`src/sv/uart_rb_pkg.sv`:
```
`default_nettype none
package uart_rb_pkg;

   typedef enum logic [2:0] {
      FUNC_READ   = 3'd0,
      FUNC_WRITE  = 3'd1,
      FUNC_RX     = 3'd2,
      FUNC_TX     = 3'd3,
      FUNC_MODEM  = 3'd4,
      FUNC_TICK   = 3'd5,
      FUNC_NOP6   = 3'd6,
      FUNC_NOP7   = 3'd7
   } func_type;

   localparam logic [2:0] REG_DATA = 3'd0;
   localparam logic [2:0] REG_IER  = 3'd1;
   localparam logic [2:0] REG_IIR  = 3'd2;
   localparam logic [2:0] REG_LCR  = 3'd3;
   localparam logic [2:0] REG_MCR  = 3'd4;
   localparam logic [2:0] REG_LSR  = 3'd5;
   localparam logic [2:0] REG_MSR  = 3'd6;
   localparam logic [2:0] REG_SCR  = 3'd7;

   localparam logic [3:0] IIR_NONE = 4'h1;
   localparam logic [3:0] IIR_RLS  = 4'h6;
   localparam logic [3:0] IIR_RDA  = 4'h4;
   localparam logic [3:0] IIR_CTO  = 4'hC;
   localparam logic [3:0] IIR_THRE = 4'h2;
   localparam logic [3:0] IIR_MSR  = 4'h0;

   // line flag bits
   localparam int LF_OE      = 0;
   localparam int LF_TIMEOUT = 4;
   localparam int LF_THRE    = 5;

   localparam logic [2:0] TIMEOUT_CHARS = 3'd4;

endpackage
`default_nettype wire

```
`src/sv/uart_register_block_fifo.sv`:
```
`default_nettype none
// 16550-style UART register file with receive and transmit FIFOs. Each request
// is a bus read or write, a received character, a transmit slot, a modem line
// sample or a character-time tick; every request gives one response carrying
// read data, the byte sent to the line, the interrupt line and the current
// line and modem settings. One request is taken per clock while rsp_stall is
// low: the FIFO ends and registers update when a request is accepted, and the
// response sits in an output register, valid in the cycle after the request
// is taken.
module uart_register_block_fifo
   import uart_rb_pkg::*;
#(
   parameter int FIFO_DEPTH = 16
) (
   input  wire logic        clock,
   input  wire logic        reset,
   input  wire logic        req_valid,
   output logic             req_stall,
   input  wire logic [2:0]  req_func,
   input  wire logic [2:0]  req_addr,
   input  wire logic [7:0]  req_wdata,
   input  wire logic [7:0]  req_rx_byte,
   input  wire logic        req_rx_parity_error,
   input  wire logic        req_rx_framing_error,
   input  wire logic        req_rx_break,
   input  wire logic        req_cts_in,
   input  wire logic        req_dsr_in,
   input  wire logic        req_ri_in,
   input  wire logic        req_dcd_in,
   output logic             rsp_valid,
   input  wire logic        rsp_stall,
   output logic [7:0]       rsp_read_data,
   output logic             rsp_tx_valid,
   output logic [7:0]       rsp_tx_byte,
   output logic             rsp_irq,
   output logic             rsp_dtr_out,
   output logic             rsp_rts_out,
   output logic             rsp_out1_out,
   output logic             rsp_out2_out,
   output logic             rsp_break_out,
   output logic [5:0]       rsp_line_format,
   output logic [15:0]      rsp_divisor,
   output logic             rsp_loopback
);

   localparam int PW = (FIFO_DEPTH > 1) ? $clog2(FIFO_DEPTH) : 1;
   localparam int CW = $clog2(FIFO_DEPTH + 1);
   localparam logic [CW-1:0] DEPTH_C = CW'(FIFO_DEPTH);

   logic [10:0] rx_mem [FIFO_DEPTH];
   logic [7:0]  tx_mem [FIFO_DEPTH];

   logic [CW-1:0] rx_count_ff, rx_count_in, tx_count_ff, tx_count_in;
   logic [CW-1:0] err_count_ff, err_count_in;
   logic [PW-1:0] rx_head_ff, rx_head_in, tx_head_ff, tx_head_in;
   logic [3:0]    ier_ff, ier_in;
   logic [7:0]    lcr_ff, lcr_in;
   logic [4:0]    mcr_ff, mcr_in;
   logic [7:0]    msr_ff, msr_in;
   logic [7:0]    scr_ff, scr_in;
   logic [15:0]   dl_ff, dl_in;
   logic [2:0]    fcr_ff, fcr_in;
   logic [5:0]    lf_ff, lf_in;
   logic [3:0]    ext_ff, ext_in;
   logic [2:0]    idle_ff, idle_in;
   logic          busy_ff, busy_in;

   logic          rx_we, tx_we;
   logic [PW-1:0] rx_waddr, tx_waddr;
   logic [10:0]   rx_wdata;
   logic [7:0]    tx_wdata;
   logic [10:0]   rx_head_entry, rx_next_entry;
   logic [7:0]    tx_head_byte;

   logic          rsp_valid_ff;
   logic [7:0]    rd_ff, rd_in, txb_ff, txb_in;
   logic          txv_ff, txv_in;
   logic          accept;

   function automatic logic [PW-1:0] next_ptr(input logic [PW-1:0] p);
      next_ptr = (p == PW'(FIFO_DEPTH - 1)) ? '0 : p + PW'(1);
   endfunction

   function automatic logic [PW-1:0] tail_ptr(input logic [PW-1:0] h,
                                              input logic [CW-1:0] c);
      logic [CW:0] s;
      s = (CW+1)'(h) + (CW+1)'(c);
      if (s >= (CW+1)'(FIFO_DEPTH)) s = s - (CW+1)'(FIFO_DEPTH);
      tail_ptr = s[PW-1:0];
   endfunction

   function automatic logic [3:0] int_source(input logic [3:0] ier,
                                             input logic [5:0] lf,
                                             input logic [CW-1:0] rxc,
                                             input logic [2:0] fcr,
                                             input logic [7:0] msr);
      logic [CW:0] trig;
      case (fcr[2:1])
         2'd0:    trig = (CW+1)'(1);
         2'd1:    trig = (CW+1)'(4);
         2'd2:    trig = (CW+1)'(8);
         default: trig = (CW+1)'(14);
      endcase
      if (trig > (CW+1)'(FIFO_DEPTH)) trig = (CW+1)'(FIFO_DEPTH);
      if (!fcr[0]) trig = (CW+1)'(1);
      if (ier[2] && (lf[3:0] != 4'd0))                      int_source = IIR_RLS;
      else if (ier[0] && ((CW+1)'(rxc) >= trig))            int_source = IIR_RDA;
      else if (ier[0] && lf[LF_TIMEOUT])                    int_source = IIR_CTO;
      else if (ier[1] && lf[LF_THRE])                       int_source = IIR_THRE;
      else if (ier[3] && (msr[3:0] != 4'd0))                int_source = IIR_MSR;
      else                                                  int_source = IIR_NONE;
   endfunction

   assign rx_head_entry = rx_mem[rx_head_ff];
   assign rx_next_entry = rx_mem[next_ptr(rx_head_ff)];
   assign tx_head_byte  = tx_mem[tx_head_ff];

   assign req_stall = rsp_valid_ff && rsp_stall;
   assign accept    = req_valid && !req_stall;

   always_comb begin
      logic       push;
      logic [10:0] e;
      logic       apply;
      logic       fon;
      logic       dlab;
      logic [3:0] src, old, chg, d, isrc;
      logic [7:0] lsr;
      logic [2:0] errs;

      rx_count_in  = rx_count_ff;
      tx_count_in  = tx_count_ff;
      err_count_in = err_count_ff;
      rx_head_in   = rx_head_ff;
      tx_head_in   = tx_head_ff;
      ier_in = ier_ff;  lcr_in = lcr_ff;  mcr_in = mcr_ff;  msr_in = msr_ff;
      scr_in = scr_ff;  dl_in = dl_ff;    fcr_in = fcr_ff;  lf_in = lf_ff;
      ext_in = ext_ff;  idle_in = idle_ff; busy_in = busy_ff;
      rx_we = 1'b0; rx_waddr = '0; rx_wdata = '0;
      tx_we = 1'b0; tx_waddr = '0; tx_wdata = '0;
      rd_in = '0; txv_in = 1'b0; txb_in = '0;
      push = 1'b0; e = '0; apply = 1'b0;
      src = '0; old = '0; chg = '0; d = '0; lsr = '0; errs = '0;
      fon  = fcr_ff[0];
      dlab = lcr_ff[7];
      isrc = int_source(ier_ff, lf_ff, rx_count_ff, fcr_ff, msr_ff);

      unique case (func_type'(req_func))
         FUNC_READ: begin
            unique case (req_addr)
               REG_DATA: begin
                  if (dlab) begin
                     rd_in = dl_ff[7:0];
                  end else begin
                     if (rx_count_ff != '0) begin
                        rd_in = rx_head_entry[7:0];
                        rx_head_in = next_ptr(rx_head_ff);
                        rx_count_in = rx_count_ff - CW'(1);
                        if (rx_head_entry[10:8] != 3'd0)
                           err_count_in = err_count_ff - CW'(1);
                        if (rx_count_in != '0)
                           lf_in[3:1] = lf_in[3:1] | rx_next_entry[10:8];
                     end
                     idle_in = '0;
                     lf_in[LF_TIMEOUT] = 1'b0;
                  end
               end
               REG_IER: rd_in = dlab ? dl_ff[15:8] : {4'd0, ier_ff};
               REG_IIR: begin
                  rd_in = {fon, fon, 2'd0, isrc};
                  if (isrc == IIR_THRE) lf_in[LF_THRE] = 1'b0;
               end
               REG_LCR: rd_in = lcr_ff;
               REG_MCR: rd_in = {3'd0, mcr_ff};
               REG_LSR: begin
                  lsr[0] = (rx_count_ff != '0);
                  lsr[4:1] = lf_ff[3:0];
                  lsr[5] = (tx_count_ff == '0);
                  lsr[6] = (tx_count_ff == '0) && !busy_ff;
                  lsr[7] = fon && (err_count_ff != '0);
                  rd_in = lsr;
                  lf_in[3:0] = 4'd0;
               end
               REG_MSR: begin
                  rd_in = msr_ff;
                  msr_in = {msr_ff[7:4], 4'd0};
               end
               default: rd_in = scr_ff;
            endcase
         end
         FUNC_WRITE: begin
            unique case (req_addr)
               REG_DATA: begin
                  if (dlab) begin
                     dl_in[7:0] = req_wdata;
                  end else begin
                     if (!fon && (tx_count_ff != '0)) begin
                        tx_we = 1'b1; tx_waddr = tx_head_ff; tx_wdata = req_wdata;
                     end else if (tx_count_ff < DEPTH_C) begin
                        tx_we = 1'b1;
                        tx_waddr = tail_ptr(tx_head_ff, tx_count_ff);
                        tx_wdata = req_wdata;
                        tx_count_in = tx_count_ff + CW'(1);
                     end
                     lf_in[LF_THRE] = 1'b0;
                  end
               end
               REG_IER: begin
                  if (dlab) begin
                     dl_in[15:8] = req_wdata;
                  end else begin
                     if (req_wdata[1] && !ier_ff[1] && (tx_count_ff == '0))
                        lf_in[LF_THRE] = 1'b1;
                     ier_in = req_wdata[3:0];
                  end
               end
               REG_IIR: begin
                  if (req_wdata[0] != fon || (req_wdata[0] && req_wdata[1])) begin
                     rx_count_in = '0; rx_head_in = '0; idle_in = '0;
                     err_count_in = '0; lf_in[LF_TIMEOUT] = 1'b0;
                  end
                  if (req_wdata[0] != fon || (req_wdata[0] && req_wdata[2])) begin
                     if (tx_count_ff != '0) lf_in[LF_THRE] = 1'b1;
                     tx_count_in = '0; tx_head_in = '0;
                  end
                  if (req_wdata[0]) fcr_in = {req_wdata[7:6], 1'b1};
                  else              fcr_in = {fcr_ff[2:1], 1'b0};
               end
               REG_LCR: lcr_in = req_wdata;
               REG_MCR: begin
                  mcr_in = req_wdata[4:0];
                  apply = 1'b1;
               end
               REG_SCR: scr_in = req_wdata;
               default: ;
            endcase
         end
         FUNC_RX: begin
            if (!mcr_ff[4]) begin
               push = 1'b1;
               errs = {req_rx_break, req_rx_framing_error, req_rx_parity_error};
               e = {errs, req_rx_break ? 8'd0 : req_rx_byte};
            end
         end
         FUNC_TX: begin
            if (tx_count_ff != '0) begin
               tx_head_in = next_ptr(tx_head_ff);
               tx_count_in = tx_count_ff - CW'(1);
               if (tx_count_in == '0) lf_in[LF_THRE] = 1'b1;
               busy_in = 1'b1;
               if (mcr_ff[4]) begin
                  push = 1'b1;
                  e = {3'd0, tx_head_byte};
               end else begin
                  txv_in = 1'b1;
                  txb_in = tx_head_byte;
               end
            end else begin
               busy_in = 1'b0;
            end
         end
         FUNC_MODEM: begin
            ext_in = {req_dcd_in, req_ri_in, req_dsr_in, req_cts_in};
            apply = 1'b1;
         end
         FUNC_TICK: begin
            if (fon && (rx_count_ff != '0) && !lf_ff[LF_TIMEOUT]) begin
               idle_in = idle_ff + 3'd1;
               if (idle_in >= TIMEOUT_CHARS) begin
                  idle_in = TIMEOUT_CHARS;
                  lf_in[LF_TIMEOUT] = 1'b1;
               end
            end
         end
         default: ;
      endcase

      if (push) begin
         idle_in = '0;
         lf_in[LF_TIMEOUT] = 1'b0;
         if (rx_count_ff == '0) begin
            rx_we = 1'b1; rx_waddr = rx_head_ff; rx_wdata = e;
            rx_count_in = CW'(1);
            if (e[10:8] != 3'd0) err_count_in = CW'(1);
            lf_in[3:1] = lf_in[3:1] | e[10:8];
         end else if (rx_count_ff < (fon ? DEPTH_C : CW'(1))) begin
            rx_we = 1'b1; rx_waddr = tail_ptr(rx_head_ff, rx_count_ff); rx_wdata = e;
            rx_count_in = rx_count_ff + CW'(1);
            if (e[10:8] != 3'd0) err_count_in = err_count_ff + CW'(1);
         end else begin
            lf_in[LF_OE] = 1'b1;
            if (!fon) begin
               rx_we = 1'b1; rx_waddr = rx_head_ff; rx_wdata = e;
               err_count_in = (e[10:8] != 3'd0) ? CW'(1) : '0;
               lf_in[3:1] = lf_in[3:1] | e[10:8];
            end
         end
      end

      if (apply) begin
         if (mcr_in[4]) src = {mcr_in[3], mcr_in[2], mcr_in[0], mcr_in[1]};
         else           src = ext_in;
         old = msr_in[7:4];
         chg = old ^ src;
         d = msr_in[3:0] | (chg & 4'hB) | (old & ~src & 4'h4);
         msr_in = {src, d};
      end
   end

   always_ff @(posedge clock) begin
      if (accept && rx_we) rx_mem[rx_waddr] <= rx_wdata;
      if (accept && tx_we) tx_mem[tx_waddr] <= tx_wdata;
   end

   always_ff @(posedge clock) begin
      if (reset) begin
         rx_count_ff <= '0; tx_count_ff <= '0; err_count_ff <= '0;
         rx_head_ff <= '0; tx_head_ff <= '0;
         ier_ff <= '0; lcr_ff <= '0; mcr_ff <= '0; msr_ff <= '0;
         scr_ff <= '0; dl_ff <= '0; fcr_ff <= '0; lf_ff <= '0;
         ext_ff <= '0; idle_ff <= '0; busy_ff <= 1'b0;
         rsp_valid_ff <= 1'b0;
      end else begin
         if (accept) begin
            rx_count_ff <= rx_count_in; tx_count_ff <= tx_count_in;
            err_count_ff <= err_count_in;
            rx_head_ff <= rx_head_in; tx_head_ff <= tx_head_in;
            ier_ff <= ier_in; lcr_ff <= lcr_in; mcr_ff <= mcr_in; msr_ff <= msr_in;
            scr_ff <= scr_in; dl_ff <= dl_in; fcr_ff <= fcr_in; lf_ff <= lf_in;
            ext_ff <= ext_in; idle_ff <= idle_in; busy_ff <= busy_in;
            rsp_valid_ff <= 1'b1;
         end else if (!rsp_stall) begin
            rsp_valid_ff <= 1'b0;
         end
      end
   end

   always_ff @(posedge clock) begin
      if (accept) begin
         rd_ff  <= rd_in;
         txv_ff <= txv_in;
         txb_ff <= txb_in;
      end
   end

   assign rsp_valid       = rsp_valid_ff;
   assign rsp_read_data   = rd_ff;
   assign rsp_tx_valid    = txv_ff;
   assign rsp_tx_byte     = txb_ff;
   assign rsp_irq         = mcr_ff[3] &&
                            (int_source(ier_ff, lf_ff, rx_count_ff, fcr_ff, msr_ff) != IIR_NONE);
   assign rsp_dtr_out     = !mcr_ff[4] && mcr_ff[0];
   assign rsp_rts_out     = !mcr_ff[4] && mcr_ff[1];
   assign rsp_out1_out    = !mcr_ff[4] && mcr_ff[2];
   assign rsp_out2_out    = !mcr_ff[4] && mcr_ff[3];
   assign rsp_break_out   = !mcr_ff[4] && lcr_ff[6];
   assign rsp_line_format = lcr_ff[5:0];
   assign rsp_divisor     = dl_ff;
   assign rsp_loopback    = mcr_ff[4];

`ifndef SYNTH
   a_rx_count_range: assert property (@(posedge clock) disable iff (reset)
      rx_count_ff <= DEPTH_C && tx_count_ff <= DEPTH_C)
      else $error("fifo count beyond depth");
   a_err_count_le: assert property (@(posedge clock) disable iff (reset)
      err_count_ff <= rx_count_ff)
      else $error("error count exceeds rx count");
   a_tx_not_loop: assert property (@(posedge clock) disable iff (reset)
      rsp_valid && rsp_tx_valid |-> !rsp_loopback)
      else $error("tx byte sent in loopback");
   a_irq_out2: assert property (@(posedge clock) disable iff (reset)
      rsp_irq |-> mcr_ff[3])
      else $error("irq without OUT2");
`endif

endmodule
`default_nettype wire
```
`config.mk`:
```
export PLATFORM = sky130hd
export DESIGN_NAME = uart_register_block_fifo
export DESIGN_NICKNAME = d
export VERILOG_FILES = /design/src/sv/uart_rb_pkg.sv /design/src/sv/uart_register_block_fifo.sv
export SDC_FILE = /design/constraint.sdc
export NUM_CORES = 1
export LEC_CHECK = 0
export BUFFER_PORTS_ARGS = -buffer_cell sky130_fd_sc_hd__buf_2
export CAP_MARGIN = 20
export CORE_UTILIZATION = 43
export CTS_BUF_LIST = sky130_fd_sc_hd__clkbuf_8
export DETAILED_ROUTE_END_ITERATION = 12
export SYNTH_ARGS = -nofsm -noshare
export SYNTH_HDL_FRONTEND = slang
export SYNTH_SLANG_ARGS = --single-unit
```
`constraint.sdc`:
```
create_clock -name clock -period 6.5 [get_ports clock]
set_input_delay 1.3 -clock clock [delete_from_list [all_inputs] [get_ports clock]]
set_output_delay 1.3 -clock clock [all_outputs]
set_load 0.05 [all_outputs]
```
==> reports/metrics.csv <==
metric;value;unit
post-route total power;5.27;mW
Finished Layout Cells;2136;
CP Max Fanout;19;
adder-cell area share of the yosys netlist;1.66;%
Relative slew margins;28.1;%
CTS sink cnt;419;
Max Fclk;216;MHz
clock root buffer master;clkbuf_8;
first-pass GRT wire length;75200;um
Antenna Cells;0;
final net count;1562;
Most Crowded Layer GR;met2;
endpoints failing hold;0;
Worst setup SP type;register;
outcome;completed;
M2 GR Usage;34.3;%
minimum clock period;4.62;ns
Residual DRC;0;
simple-gate share of the synthesized area;11.5;%
Routed Antenna Nets;0;
synth warn;0;
PwrDens;248;nW/um^2
Clock Skew;0.0463;ns
Initial Util;43.8;%
TritonCTS Buffers;68;
Data arrival, critical path;3.32;ns
Max Slew Vio Count;0;
largest net degree at the start of global routing;82;
syn nets;1469;
Seq/Total Area, Yosys;61.0;%
FILL cells;3803;
H-tree depth;3;
Finish-stage setup viols;0;
Required @ worst endpoint;5.20;ns
peak supply drop;0.147;mV
largest area contributor in the netlist;edfxtp_1;
worst slew pin tran;1.08;ns
CTS tree;built;
Starting DRT DRC Count;1424;
critical-path cell list;o21ai_0 > ha_1 > nand2b_1 > a211oi_1 > o211ai_1 > a21oi_1 > a31oi_1 > buf_2;
share of post-route cells with drive strength above 1;21.1;%
CTS Hold Buffers Added;0;
Core Util, Final;49.1;%
unrepaired setup endpoints after global routing;no;
Syn-to-layout area delta;11.9;%
Total GRT Usage;22.6;%
Die Y;212;um
Setup Fix Bufs, Post-CTS;0;
Hold Path Class;register to register;
worst skew pair latency;0.62;ns
met1 Track Usage GR;32.6;%
Max Cap Violations;0;
initial antenna violation count;0;
DIE AREA;45000;um^2
CP Capture Type;output pin;
slowest cell on the critical path;dfxtp_1;
Critical Path Max Stage Delay;0.73;ns
CTS resizes;0;
# port buffers;80;
I/O pins;81;
grt ovf;0;
cell area after synthesis;19000;um^2
mux contribution to synthesized area;13.0;%
accumulated negative setup slack;0;ns
Vias;12613;
Worst Setup Path Type;register to output pin;
Die X;212;um
WL final;50200;um
top cells by area, synth;edfxtp_1 51%, mux4_2 11%, dfxtp_1 10%;
TritonRoute pass-1 iters;6;
maximum buffer depth of the clock tree;3;
post-DR wirelength/cell;23.5;um
ys flop type;edfxtp_1;
Clock transition at path regs;0.06;ns
DP Cell Count;2003;
vias in the first global route;12083;
Post-synth EDFFs;321;
main combinational cell family by area after synthesis;multiplexers;
met3 Use GR;3.97;%
WHS;0.459;ns
vias per cell;5.90;
Synth Area in Compound Gates;9.45;%
Post-synth ARST share;0;%
cell row count;76;
Yosys reg bits;419;
Detailed Place HPWL;33800;um
core area;43400;um^2
Final Wtd Congestion;0.846;
synth unique cells;84;
top cell type's share of synthesized area;50.7;%
static leakage;7.16;nW
xor/xnor share of the synthesized area;0.691;%
Post-Syn Instances;1412;
Syn Area/Cell;13.5;um^2
Tcrit/Tclk final;71.2;%
-- kinds of logic after synthesis --
kind of cell	count (synthesis)
DFF	419
xor gates and xnor gates	15
adders and majority gates	24
buffers and inverters	119
and+or+nand+nor	429
muxes	130
AOI/OAI and AO/OA	276
-- layout by cell type, fill, tap and decap left out, types with 5 or more instances in the layout --
cell type  synthesis  layout
a211oi_1          14      14
a21o_1             7       7
a21oi_1           89      89
a221oi_1           7       7
a22o_1             5       5
a22oi_1           14      14
a31oi_1           12      11
and2_1            21      21
and3_1            13      13
buf_2             16      83
buf_4              6      27
buf_6              1       5
clkbuf_8           0      72
clkinv_1           0      10
dfxtp_1           98      96
edfxtp_1         321     321
ha_1              22      22
inv_1             25      49
mux2_2             6       6
mux2i_1           31      31
mux4_2            93      93
nand2_1          110     110
nand2b_1          12      12
nand3_1           55      55
nand3b_1           8       8
nand4_1           13      13
nand4b_1           5       5
nor2_1            98      98
nor2b_1           12      12
nor3_1            28      27
nor4_1             9       8
nor4b_1            5       5
o211ai_1          13      13
o21a_1             5       5
o21ai_0           54      54
o31ai_1            5       5
o41ai_1            6       6
or3_1             10      10
xnor2_1            7       7
xor2_1             8       8
-- synthesized netlist by cell type (all sizes together) (27+ instances only) --
master	count
buf	27
nor3	29
nor2	99
clkbuf	67
a21oi	90
dfxtp	98
nand3	56
edfxtp	321
mux4	93
o21ai	54
mux2i	31
nand2	110
-- worst paths after layout --
check / start / depth (start not counted) / endpoint / slack, ns
max: fcr_ff[0]$_SDFFE_PP0P_ / 8 / rsp_irq / 1.88
min: ext_ff[1]$_SDFFE_PP0P_ / 2 / ext_ff[1]$_SDFFE_PP0P_ / 0.46
max reg2reg: rx_count_ff[1]$_SDFFE_PP0P_ / 7 / rx_mem[6][3]$_DFFE_PP_ / 2.22
min reg2reg: ext_ff[1]$_SDFFE_PP0P_ / 2 / ext_ff[1]$_SDFFE_PP0P_ / 0.46
-- flip-flops by register name, summed over array words and instances, names as in the netlist, 6 cells and up, named ones only --
signal         flops
lf_ff              6
tx_mem           128
rsp_read_data      8
rx_mem           176
rsp_tx_byte        8
scr_ff             8
msr_ff             8
rsp_divisor       16
lcr_ff             8
-- power by group --
group | total [mW] | internal (mW) | switching [mW]
combinational | 0.270 | 0.0802 | 0.189
clock | 2.11 | 1.09 | 1.02
sequential | 2.89 | 2.87 | 0.0242
total | 5.27 | 4.04 | 1.23
-- routing by layer --
layer  vias up  part of all wire (%)
li1       5694                     -
met1      6312                    44
met2       527                    46
met3        80                   7.4
met4         0                   2.4
met5         -                     0
-- metrics by stage --
stage	setup WS [ns]	area [um^2]
after floorplan	2.46	19000
after global placement	1.84	19900
after detailed placement	1.65	19900
after CTS	1.87	21100
after global routing	1.69	21300
final	1.88	21300
-- layout make-up --
cell class / count / area [um^2] / share of cell area [%]
Sequential cell: 419 / 11600 / 54.5
Clock inverter: 45 / 249 / 1.17
Timing Repair Buffer: 117 / 696 / 3.27
Multi-Input combinational cell: 874 / 6920 / 32.5
Clock buffer: 71 / 977 / 4.59
Tap cell: 585 / 732 / 3.44
Inverter: 25 / 93.8 / 0.441
-- worst max-delay path: cells and delay by family (launching register included) --
kind,cells,cell delay (ns)
and+or+nand+nor,1,0.15
buffers and inverters,1,0.25
AOI/OAI and AO/OA,5,1.25
DFF,1,0.73
adders and majority gates,1,0.32
Power figures use the tool's default switching activity.
